<file path="src/sv/aesb_pkg.sv">
// aesb_pkg: shared types, constants and byte functions of the aes block cipher
// no dependencies
package aesb_pkg;

    localparam int ROUND_KEY_WORDS_DEF = 60;
    localparam int CFG_IDX_W = 3;

    localparam logic [CFG_IDX_W-1:0] REG_KEY_SIZE   = 3'd0;
    localparam logic [CFG_IDX_W-1:0] REG_KEY_PART_0 = 3'd1;
    localparam logic [CFG_IDX_W-1:0] REG_KEY_PART_1 = 3'd2;
    localparam logic [CFG_IDX_W-1:0] REG_KEY_PART_2 = 3'd3;
    localparam logic [CFG_IDX_W-1:0] REG_KEY_PART_3 = 3'd4;

    localparam logic [1:0] KEY_128 = 2'd0;
    localparam logic [1:0] KEY_192 = 2'd1;
    localparam logic [1:0] KEY_256 = 2'd2;

    typedef enum logic [3:0] {
        ST_IDLE,
        ST_KEY_LOAD,
        ST_KEY_EXPAND,
        ST_RK_ADDR,
        ST_RK_WAIT,
        ST_ROUND,
        ST_LAST,
        ST_OUT
    } aesb_state_t;

    // controller to datapath
    typedef struct packed {
        logic       load_block;   // capture input block
        logic       key_load;     // write key word from key registers
        logic       key_expand;   // write one expanded key word
        logic [5:0] key_idx;      // word index being written
        logic [5:0] rk_idx;       // round key read base (word)
        logic [1:0] rk_col;       // column being fetched
        logic       rk_capture;   // capture read data into column
        logic       do_initial;   // apply initial add round key
        logic       do_round;     // apply a round (full unless last_round)
        logic       last_round;   // round without mix columns
        logic       out_load;     // present result
    } aesb_cmd_t;

    typedef struct packed {
        logic       dec;
        logic [1:0] sel;
    } aesb_status_t;

    function automatic logic [7:0] xt(input logic [7:0] x);
        xt = {x[6:0], 1'b0} ^ (x[7] ? 8'h1b : 8'h00);
    endfunction

    function automatic logic [7:0] gmul(input logic [7:0] a, input logic [7:0] b);
        logic [7:0] p;
        logic [7:0] aa;
        p  = 8'h00;
        aa = a;
        for (int i = 0; i < 8; i++)
        begin
            if (b[i])
                p = p ^ aa;
            aa = xt(aa);
        end
        gmul = p;
    endfunction

    // inverse in gf(2^8) by table would be large; use explicit sbox table
    function automatic logic [7:0] sbox(input logic [7:0] x);
        logic [7:0] t [256];
        t = '{
        8'h63,8'h7c,8'h77,8'h7b,8'hf2,8'h6b,8'h6f,8'hc5,8'h30,8'h01,8'h67,8'h2b,8'hfe,8'hd7,8'hab,8'h76,
        8'hca,8'h82,8'hc9,8'h7d,8'hfa,8'h59,8'h47,8'hf0,8'had,8'hd4,8'ha2,8'haf,8'h9c,8'ha4,8'h72,8'hc0,
        8'hb7,8'hfd,8'h93,8'h26,8'h36,8'h3f,8'hf7,8'hcc,8'h34,8'ha5,8'he5,8'hf1,8'h71,8'hd8,8'h31,8'h15,
        8'h04,8'hc7,8'h23,8'hc3,8'h18,8'h96,8'h05,8'h9a,8'h07,8'h12,8'h80,8'he2,8'heb,8'h27,8'hb2,8'h75,
        8'h09,8'h83,8'h2c,8'h1a,8'h1b,8'h6e,8'h5a,8'ha0,8'h52,8'h3b,8'hd6,8'hb3,8'h29,8'he3,8'h2f,8'h84,
        8'h53,8'hd1,8'h00,8'hed,8'h20,8'hfc,8'hb1,8'h5b,8'h6a,8'hcb,8'hbe,8'h39,8'h4a,8'h4c,8'h58,8'hcf,
        8'hd0,8'hef,8'haa,8'hfb,8'h43,8'h4d,8'h33,8'h85,8'h45,8'hf9,8'h02,8'h7f,8'h50,8'h3c,8'h9f,8'ha8,
        8'h51,8'ha3,8'h40,8'h8f,8'h92,8'h9d,8'h38,8'hf5,8'hbc,8'hb6,8'hda,8'h21,8'h10,8'hff,8'hf3,8'hd2,
        8'hcd,8'h0c,8'h13,8'hec,8'h5f,8'h97,8'h44,8'h17,8'hc4,8'ha7,8'h7e,8'h3d,8'h64,8'h5d,8'h19,8'h73,
        8'h60,8'h81,8'h4f,8'hdc,8'h22,8'h2a,8'h90,8'h88,8'h46,8'hee,8'hb8,8'h14,8'hde,8'h5e,8'h0b,8'hdb,
        8'he0,8'h32,8'h3a,8'h0a,8'h49,8'h06,8'h24,8'h5c,8'hc2,8'hd3,8'hac,8'h62,8'h91,8'h95,8'he4,8'h79,
        8'he7,8'hc8,8'h37,8'h6d,8'h8d,8'hd5,8'h4e,8'ha9,8'h6c,8'h56,8'hf4,8'hea,8'h65,8'h7a,8'hae,8'h08,
        8'hba,8'h78,8'h25,8'h2e,8'h1c,8'ha6,8'hb4,8'hc6,8'he8,8'hdd,8'h74,8'h1f,8'h4b,8'hbd,8'h8b,8'h8a,
        8'h70,8'h3e,8'hb5,8'h66,8'h48,8'h03,8'hf6,8'h0e,8'h61,8'h35,8'h57,8'hb9,8'h86,8'hc1,8'h1d,8'h9e,
        8'he1,8'hf8,8'h98,8'h11,8'h69,8'hd9,8'h8e,8'h94,8'h9b,8'h1e,8'h87,8'he9,8'hce,8'h55,8'h28,8'hdf,
        8'h8c,8'ha1,8'h89,8'h0d,8'hbf,8'he6,8'h42,8'h68,8'h41,8'h99,8'h2d,8'h0f,8'hb0,8'h54,8'hbb,8'h16};
        sbox = t[x];
    endfunction

    function automatic logic [7:0] inv_sub_byte(input logic [7:0] x);
        logic [7:0] t [256];
        t = '{
        8'h52,8'h09,8'h6a,8'hd5,8'h30,8'h36,8'ha5,8'h38,8'hbf,8'h40,8'ha3,8'h9e,8'h81,8'hf3,8'hd7,8'hfb,
        8'h7c,8'he3,8'h39,8'h82,8'h9b,8'h2f,8'hff,8'h87,8'h34,8'h8e,8'h43,8'h44,8'hc4,8'hde,8'he9,8'hcb,
        8'h54,8'h7b,8'h94,8'h32,8'ha6,8'hc2,8'h23,8'h3d,8'hee,8'h4c,8'h95,8'h0b,8'h42,8'hfa,8'hc3,8'h4e,
        8'h08,8'h2e,8'ha1,8'h66,8'h28,8'hd9,8'h24,8'hb2,8'h76,8'h5b,8'ha2,8'h49,8'h6d,8'h8b,8'hd1,8'h25,
        8'h72,8'hf8,8'hf6,8'h64,8'h86,8'h68,8'h98,8'h16,8'hd4,8'ha4,8'h5c,8'hcc,8'h5d,8'h65,8'hb6,8'h92,
        8'h6c,8'h70,8'h48,8'h50,8'hfd,8'hed,8'hb9,8'hda,8'h5e,8'h15,8'h46,8'h57,8'ha7,8'h8d,8'h9d,8'h84,
        8'h90,8'hd8,8'hab,8'h00,8'h8c,8'hbc,8'hd3,8'h0a,8'hf7,8'he4,8'h58,8'h05,8'hb8,8'hb3,8'h45,8'h06,
        8'hd0,8'h2c,8'h1e,8'h8f,8'hca,8'h3f,8'h0f,8'h02,8'hc1,8'haf,8'hbd,8'h03,8'h01,8'h13,8'h8a,8'h6b,
        8'h3a,8'h91,8'h11,8'h41,8'h4f,8'h67,8'hdc,8'hea,8'h97,8'hf2,8'hcf,8'hce,8'hf0,8'hb4,8'he6,8'h73,
        8'h96,8'hac,8'h74,8'h22,8'he7,8'had,8'h35,8'h85,8'he2,8'hf9,8'h37,8'he8,8'h1c,8'h75,8'hdf,8'h6e,
        8'h47,8'hf1,8'h1a,8'h71,8'h1d,8'h29,8'hc5,8'h89,8'h6f,8'hb7,8'h62,8'h0e,8'haa,8'h18,8'hbe,8'h1b,
        8'hfc,8'h56,8'h3e,8'h4b,8'hc6,8'hd2,8'h79,8'h20,8'h9a,8'hdb,8'hc0,8'hfe,8'h78,8'hcd,8'h5a,8'hf4,
        8'h1f,8'hdd,8'ha8,8'h33,8'h88,8'h07,8'hc7,8'h31,8'hb1,8'h12,8'h10,8'h59,8'h27,8'h80,8'hec,8'h5f,
        8'h60,8'h51,8'h7f,8'ha9,8'h19,8'hb5,8'h4a,8'h0d,8'h2d,8'he5,8'h7a,8'h9f,8'h93,8'hc9,8'h9c,8'hef,
        8'ha0,8'he0,8'h3b,8'h4d,8'hae,8'h2a,8'hf5,8'hb0,8'hc8,8'heb,8'hbb,8'h3c,8'h83,8'h53,8'h99,8'h61,
        8'h17,8'h2b,8'h04,8'h7e,8'hba,8'h77,8'hd6,8'h26,8'he1,8'h69,8'h14,8'h63,8'h55,8'h21,8'h0c,8'h7d};
        inv_sub_byte = t[x];
    endfunction

    function automatic logic [31:0] sbox_word(input logic [31:0] w);
        sbox_word = {sbox(w[31:24]), sbox(w[23:16]), sbox(w[15:8]), sbox(w[7:0])};
    endfunction

endpackage

</file>
<file path="src/sv/aesb_ctrl.sv">
// aesb_ctrl: sequencer for key expansion and cipher rounds
// depends on aesb_pkg
module aesb_ctrl
    import aesb_pkg::*;
(
    input  logic         clk,
    input  logic         rst_n,
    input  logic         cfg_valid,
    input  logic         in_valid,
    output logic         in_ready,
    output logic         out_valid,
    input  logic         out_ready,
    input  aesb_status_t status,
    output aesb_cmd_t    cmd
);

    aesb_state_t state_reg, state_next;
    logic        sched_ok_reg, sched_ok_next;
    logic [5:0]  idx_reg, idx_next;
    logic [3:0]  rnd_reg, rnd_next;
    logic [1:0]  col_reg, col_next;
    logic        ov_reg, ov_next;

    logic [3:0] nk;
    logic [3:0] nr;
    logic [5:0] total;

    assign nk    = 4'd4 + {1'b0, status.sel, 1'b0};
    assign nr    = nk + 4'd6;
    assign total = {nr, 2'b00} + 6'd4;

    // state register
    always_ff @(posedge clk or negedge rst_n)
    begin
        if (!rst_n)
        begin
            state_reg    <= ST_IDLE;
            sched_ok_reg <= 1'b0;
            idx_reg      <= '0;
            rnd_reg      <= '0;
            col_reg      <= '0;
            ov_reg       <= 1'b0;
        end
        else
        begin
            state_reg    <= state_next;
            sched_ok_reg <= sched_ok_next;
            idx_reg      <= idx_next;
            rnd_reg      <= rnd_next;
            col_reg      <= col_next;
            ov_reg       <= ov_next;
        end
    end

    assign out_valid = ov_reg;
    assign in_ready  = (state_reg == ST_IDLE) && !ov_reg;

    // next state and commands
    always_comb
    begin
        logic [3:0] key_rnd;
        state_next    = state_reg;
        sched_ok_next = sched_ok_reg && !cfg_valid;
        idx_next      = idx_reg;
        rnd_next      = rnd_reg;
        col_next      = col_reg;
        ov_next       = ov_reg && !out_ready;
        cmd           = '0;
        key_rnd       = status.dec ? (nr - rnd_reg) : rnd_reg;
        cmd.key_idx   = idx_reg;
        cmd.rk_idx    = {key_rnd, 2'b00};
        cmd.rk_col    = col_reg;
        unique case (state_reg)
            ST_IDLE:
            begin
                if (in_valid && in_ready)
                begin
                    cmd.load_block = 1'b1;
                    rnd_next       = '0;
                    col_next       = '0;
                    idx_next       = '0;
                    state_next     = sched_ok_reg ? ST_RK_ADDR : ST_KEY_LOAD;
                end
            end
            ST_KEY_LOAD:
            begin
                cmd.key_load = 1'b1;
                idx_next     = idx_reg + 6'd1;
                if (idx_reg + 6'd1 == {2'b00, nk})
                    state_next = ST_KEY_EXPAND;
            end
            ST_KEY_EXPAND:
            begin
                cmd.key_expand = 1'b1;
                idx_next       = idx_reg + 6'd1;
                if (idx_reg + 6'd1 == total)
                begin
                    sched_ok_next = 1'b1;
                    state_next    = ST_RK_ADDR;
                end
            end
            ST_RK_ADDR:
            begin
                // address the first column; data arrives next cycle
                col_next   = 2'd1;
                cmd.rk_col = 2'd0;
                state_next = ST_RK_WAIT;
            end
            ST_RK_WAIT:
            begin
                cmd.rk_capture = 1'b1;
                cmd.rk_col     = col_reg;
                col_next       = col_reg + 2'd1;
                if (col_reg == 2'd0)
                    state_next = (rnd_reg == 4'd0) ? ST_ROUND :
                                 (rnd_reg == nr) ? ST_LAST : ST_ROUND;
            end
            ST_ROUND:
            begin
                if (rnd_reg == 4'd0)
                    cmd.do_initial = 1'b1;
                else
                    cmd.do_round = 1'b1;
                rnd_next   = rnd_reg + 4'd1;
                col_next   = '0;
                state_next = ST_RK_ADDR;
            end
            ST_LAST:
            begin
                cmd.do_round   = 1'b1;
                cmd.last_round = 1'b1;
                state_next     = ST_OUT;
            end
            ST_OUT:
            begin
                if (!ov_reg)
                begin
                    cmd.out_load = 1'b1;
                    ov_next      = 1'b1;
                    state_next   = ST_IDLE;
                end
            end
            default:
            begin
                state_next = ST_IDLE;
            end
        endcase
    end

endmodule

</file>
<file path="config.mk">
export PLATFORM = sky130hd
export DESIGN_NAME = aesb_ctrl
export DESIGN_NICKNAME = d
export VERILOG_FILES = /design/src/sv/aesb_pkg.sv /design/src/sv/aesb_ctrl.sv
export SDC_FILE = /design/constraint.sdc
export NUM_CORES = 1
export LEC_CHECK = 0
export ABC_AREA = 1
export BUFFER_PORTS_ARGS = -buffer_cell sky130_fd_sc_hd__buf_2
export CAP_MARGIN = 10
export CORE_UTILIZATION = 53
export DETAILED_ROUTE_END_ITERATION = 12
export PLACE_DENSITY = 0.86
export SYNTH_ARGS = -nofsm -noshare
export SYNTH_HDL_FRONTEND = slang
export SYNTH_SLANG_ARGS = --single-unit
</file>
<file path="constraint.sdc">
create_clock -name clk -period 2 [get_ports clk]
set_input_delay 0.3 -clock clk [delete_from_list [all_inputs] [get_ports clk]]
set_output_delay 0.3 -clock clk [all_outputs]
set_load 0.02 [all_outputs]
</file>
==> impl_metrics.env <==
export IMPL_fillCellCount=214
export IMPL_drive_gt1_share_pct=29.3
export IMPL_path_max_fanout=5
export IMPL_antenna_cells=0
export IMPL_fin_crit_sh_pct=96.7
export IMPL_hold_class="in -> reg"
export IMPL_maxCapViolations=0
export IMPL_cpPeakStageDelay_ns=0.43
export IMPL_ios=32
export IMPL_core_area_um2=2450
export IMPL_switchingPower_uw=1400
export IMPL_path_clk_slew_ns=0.11
export IMPL_synthXorXnorAreaFrac_pct=3.21
export IMPL_synthesis_area_um2=1370
export IMPL_min_period_ns=1.93
export IMPL_ys_seq_elements=17
export IMPL_clock_fmax_mhz=517
export IMPL_p_clk_share_pct=7.6
export IMPL_finalSetupViolations=0
export IMPL_synthDominantCellAreaShare_pct=31.1
export IMPL_wl_per_cell_um=11.6
export IMPL_synthAdderAreaFrac_pct=8.79
export IMPL_final_nets=247
export IMPL_viasPerCell=5.20
export IMPL_cts_htree_levels=1
export IMPL_drtAntennaViolNets=0
export IMPL_synth_area_leaders="dfrtp_1 31%, nand2_1 12%, inv_1 8.8%, ha_1 7.3%, nand3_1 6.2%"
export IMPL_syn_to_final_growth_pct=19.7
export IMPL_dp_hpwl_um=2280
export IMPL_yosys_warnings=0
export IMPL_fp_dieH_um=52.8
export IMPL_cp_top_family="flip-flops"
export IMPL_route_detailed_drc=0
export IMPL_final_area_um2=1640
export IMPL_cts_root_buf="clkbuf_4"
export IMPL_vdd_drop_max_mv=1.07
export IMPL_p_seq_share_pct=25.1
export IMPL_cts_sinks=17
export IMPL_power_frac_comb_pct=67.3
export IMPL_synth_cell_type_count=31
export IMPL_antenna_found_initial=0
export IMPL_synth_simple_area_share_pct=33.5
export IMPL_reg2reg_depth=11
export IMPL_path_cells="inv_2, ha_1, nand3_1, nand2_1, xnor2_1, o21ai_1, buf_4"
export IMPL_overflow=0
export IMPL_seq_area_frac_synth_pct=31.1
export IMPL_fp_row_count=18
export IMPL_worstSetupPathType="reg -> out"
export IMPL_syn_avg_cell_area_um2=7.15
export IMPL_wl_um=3010
export IMPL_timing_rr_end="state_reg[0]"
export IMPL_fin_skew_ns=0.00679
export IMPL_synth_compound_area_share_pct=11.1
export IMPL_fin_util_pct=66.6
export IMPL_worst_path_max_delay_cell="dfrtp_1"
export IMPL_crit_end="cmd[12]"
export IMPL_path_depth=7
export IMPL_initial_core_util_pct=55.7
export IMPL_switching_share_pct=55.1
export IMPL_worstPathRequired_ns=1.70
export IMPL_largest_reg_flops=6
export IMPL_power_leakage_uw=0.000902
export IMPL_crit_path_start_kind="flip-flop"
export IMPL_grt_use_total_pct=23.7
export IMPL_arrival_ns=1.63
export IMPL_cts_made_buffers=3
export IMPL_crit_start="rnd_reg[1]"
export IMPL_hold_viol=0
export IMPL_globalplace_congestion=0.924
export IMPL_synth_top_family_by_area="simple AND/OR/NAND/NOR gates"
export IMPL_intPower_uw=1140
export IMPL_crit_buf_inv=2
export IMPL_portBuffers=29
export IMPL_multiInputGateArea_um2=800
export IMPL_drt_first_pass_iters=4
export IMPL_die_w_um=52.8
export IMPL_clock_latency_ns=0.30
export IMPL_grt_max_degree=18
export IMPL_outcome="complete, no violations"
export IMPL_worstSetupEndpointType="primary output"
export IMPL_vias=1348
export IMPL_rrSetupSlack_ns=0.35
export IMPL_synth_largest_area_cell="dfrtp_1"
export IMPL_drt_iter0_drc=37
export IMPL_seqCellArea_um2=427
export IMPL_dieArea_um2=2790
export IMPL_clk_path_buf_depth=2
export IMPL_power_density_nw_per_um2=1560
export IMPL_slew_violations=0
export IMPL_cts_tree="done"
export IMPL_grt_pass1_wl_um=4800
export IMPL_placed_area_um2=1550
export IMPL_rr_startpoint="idx_reg[1]"
export IMPL_synthMuxAreaShare_pct=0
export IMPL_grt_pass1_vias=1175
export IMPL_syn_inst=191
per-layer routing:
metal | vias up | GRT usage, % | share of wire, % | wire length, um
met5 | - | 0 | 0 | 0
met4 | 0 | 10.5 | 1.8 | 53
met3 | 8 | 3.48 | 4.6 | 139
met2 | 41 | 39.0 | 48 | 1450
met1 | 611 | 30.5 | 45 | 1370
li1 | 688 | - | - | -
power groups by stage:
| stage | clock network [uW] | logic, uW | registers (uW) |
|---|---|---|---|
| global placement | 0 | 1610 | 645 |
| detailed placement | 0 | 1640 | 645 |
| global route | 204 | 1920 | 659 |
| finish | 194 | 1710 | 639 |
| CTS | 197 | 1680 | 634 |
| floorplan | 0 | 1210 | 678 |
area by class of cell:
class | count | share of cell area, %
clock inverters | 1 | 0.306
multi-input cells | 136 | 48.9
repair buffers | 37 | 12.9
inverters | 35 | 8.19
flip-flops and latches | 17 | 26.1
well taps | 30 | 2.30
clock buffers | 3 | 1.38
timing repair:
action                                 4_1_cts  5_1_grt
hold buffers                                 1        0
setup buffers                                2        1
endpoints found under the hold margin       17        0
resized for setup                            1        7
setup endpoints to repair                    2        3
synth_stat cells:
cell type  count
or2_1          1
nand2_4        2
buf_4          4
nand3_2        2
o21ai_0        6
o2111ai_1      1
inv_2          2
o22ai_1        6
o21bai_1       1
inv_4          1
ha_1           8
conb_1         1
nand4_1        4
o21ai_2        1
nor2_4         2
a31oi_1        2
inv_1         32
dfrtp_1       17
nor2_2         2
xnor2_1        3
o21ai_1        3
nand3_1       17
nand2_2        7
nand2_1       45
a21oi_2        1
fa_1           1
xor2_1         2
a21oi_1        3
nor4_1         1
a211oi_1       1
nor2_1        12
cell families after synthesis:
logic type	count (synthesis)
adders and majority gates	9
other	1
and+or+nand+nor	95
xor gates and xnor gates	5
DFF	17
AOI/OAI and AO/OA	25
buffers and inverters	39
worst reg2reg max path, cell delays in order, from the launching register on:
cell and delay [ns]:
dfrtp_1 0.44, ha_1 0.29, inv_1 0.06, nand2_1 0.06, nand2_1 0.05, nor2_1 0.09, nand2_1 0.08, nor2_1 0.10
nand2_1 0.09, a21oi_2 0.16, nand3_1 0.09, nand2_1 0.08
layout by cell type, fill, tap and decap left out, types with 2 or more instances in the layout:
cell,instances
a21oi_1,2
inv_1,29
dfrtp_1,16
conb_1,2
buf_2,28
inv_2,5
nand4_1,4
a21oi_2,2
nand3_2,2
xor2_1,2
a31oi_1,2
buf_4,8
nand3_1,17
o22ai_1,6
o21ai_1,4
nor2_2,3
nand2_2,7
nor2_4,2
xnor2_1,3
o21ai_0,5
ha_1,7
clkbuf_4,3
nand2_4,2
nand2_1,45
nor2_1,11
worst min path at each step:
stage,startpoint,end,slack (ns),depth (start not counted)
after global placement,rst_n,rnd_reg[2],0.24,1
after CTS,out_ready,out_valid,0.16,2
after detailed placement,rst_n,rnd_reg[2],0.25,1
after floorplan,rst_n,col_reg[0],0.004,0
final,out_ready,out_valid,0.16,2
after global routing,out_ready,out_valid,0.17,2
stage by stage:
step / cells / worst slack [ns] / hold WS, ns / total power, uW / setup TNS [ns]
detailed placement: 251 / 0.0663 / 0.251 / 2290 / 0
global route: 259 / -0.00434 / 0.169 / 2780 / -0.00434
floorplan: 192 / 0.121 / 0.00441 / 1880 / 0
CTS: 258 / 0.000499 / 0.161 / 2510 / 0
finish: 259 / 0.0660 / 0.163 / 2550 / 0
global placement: 251 / 0.0906 / 0.240 / 2250 / 0
No activity file was read; power rests on OpenSTA's default activity.
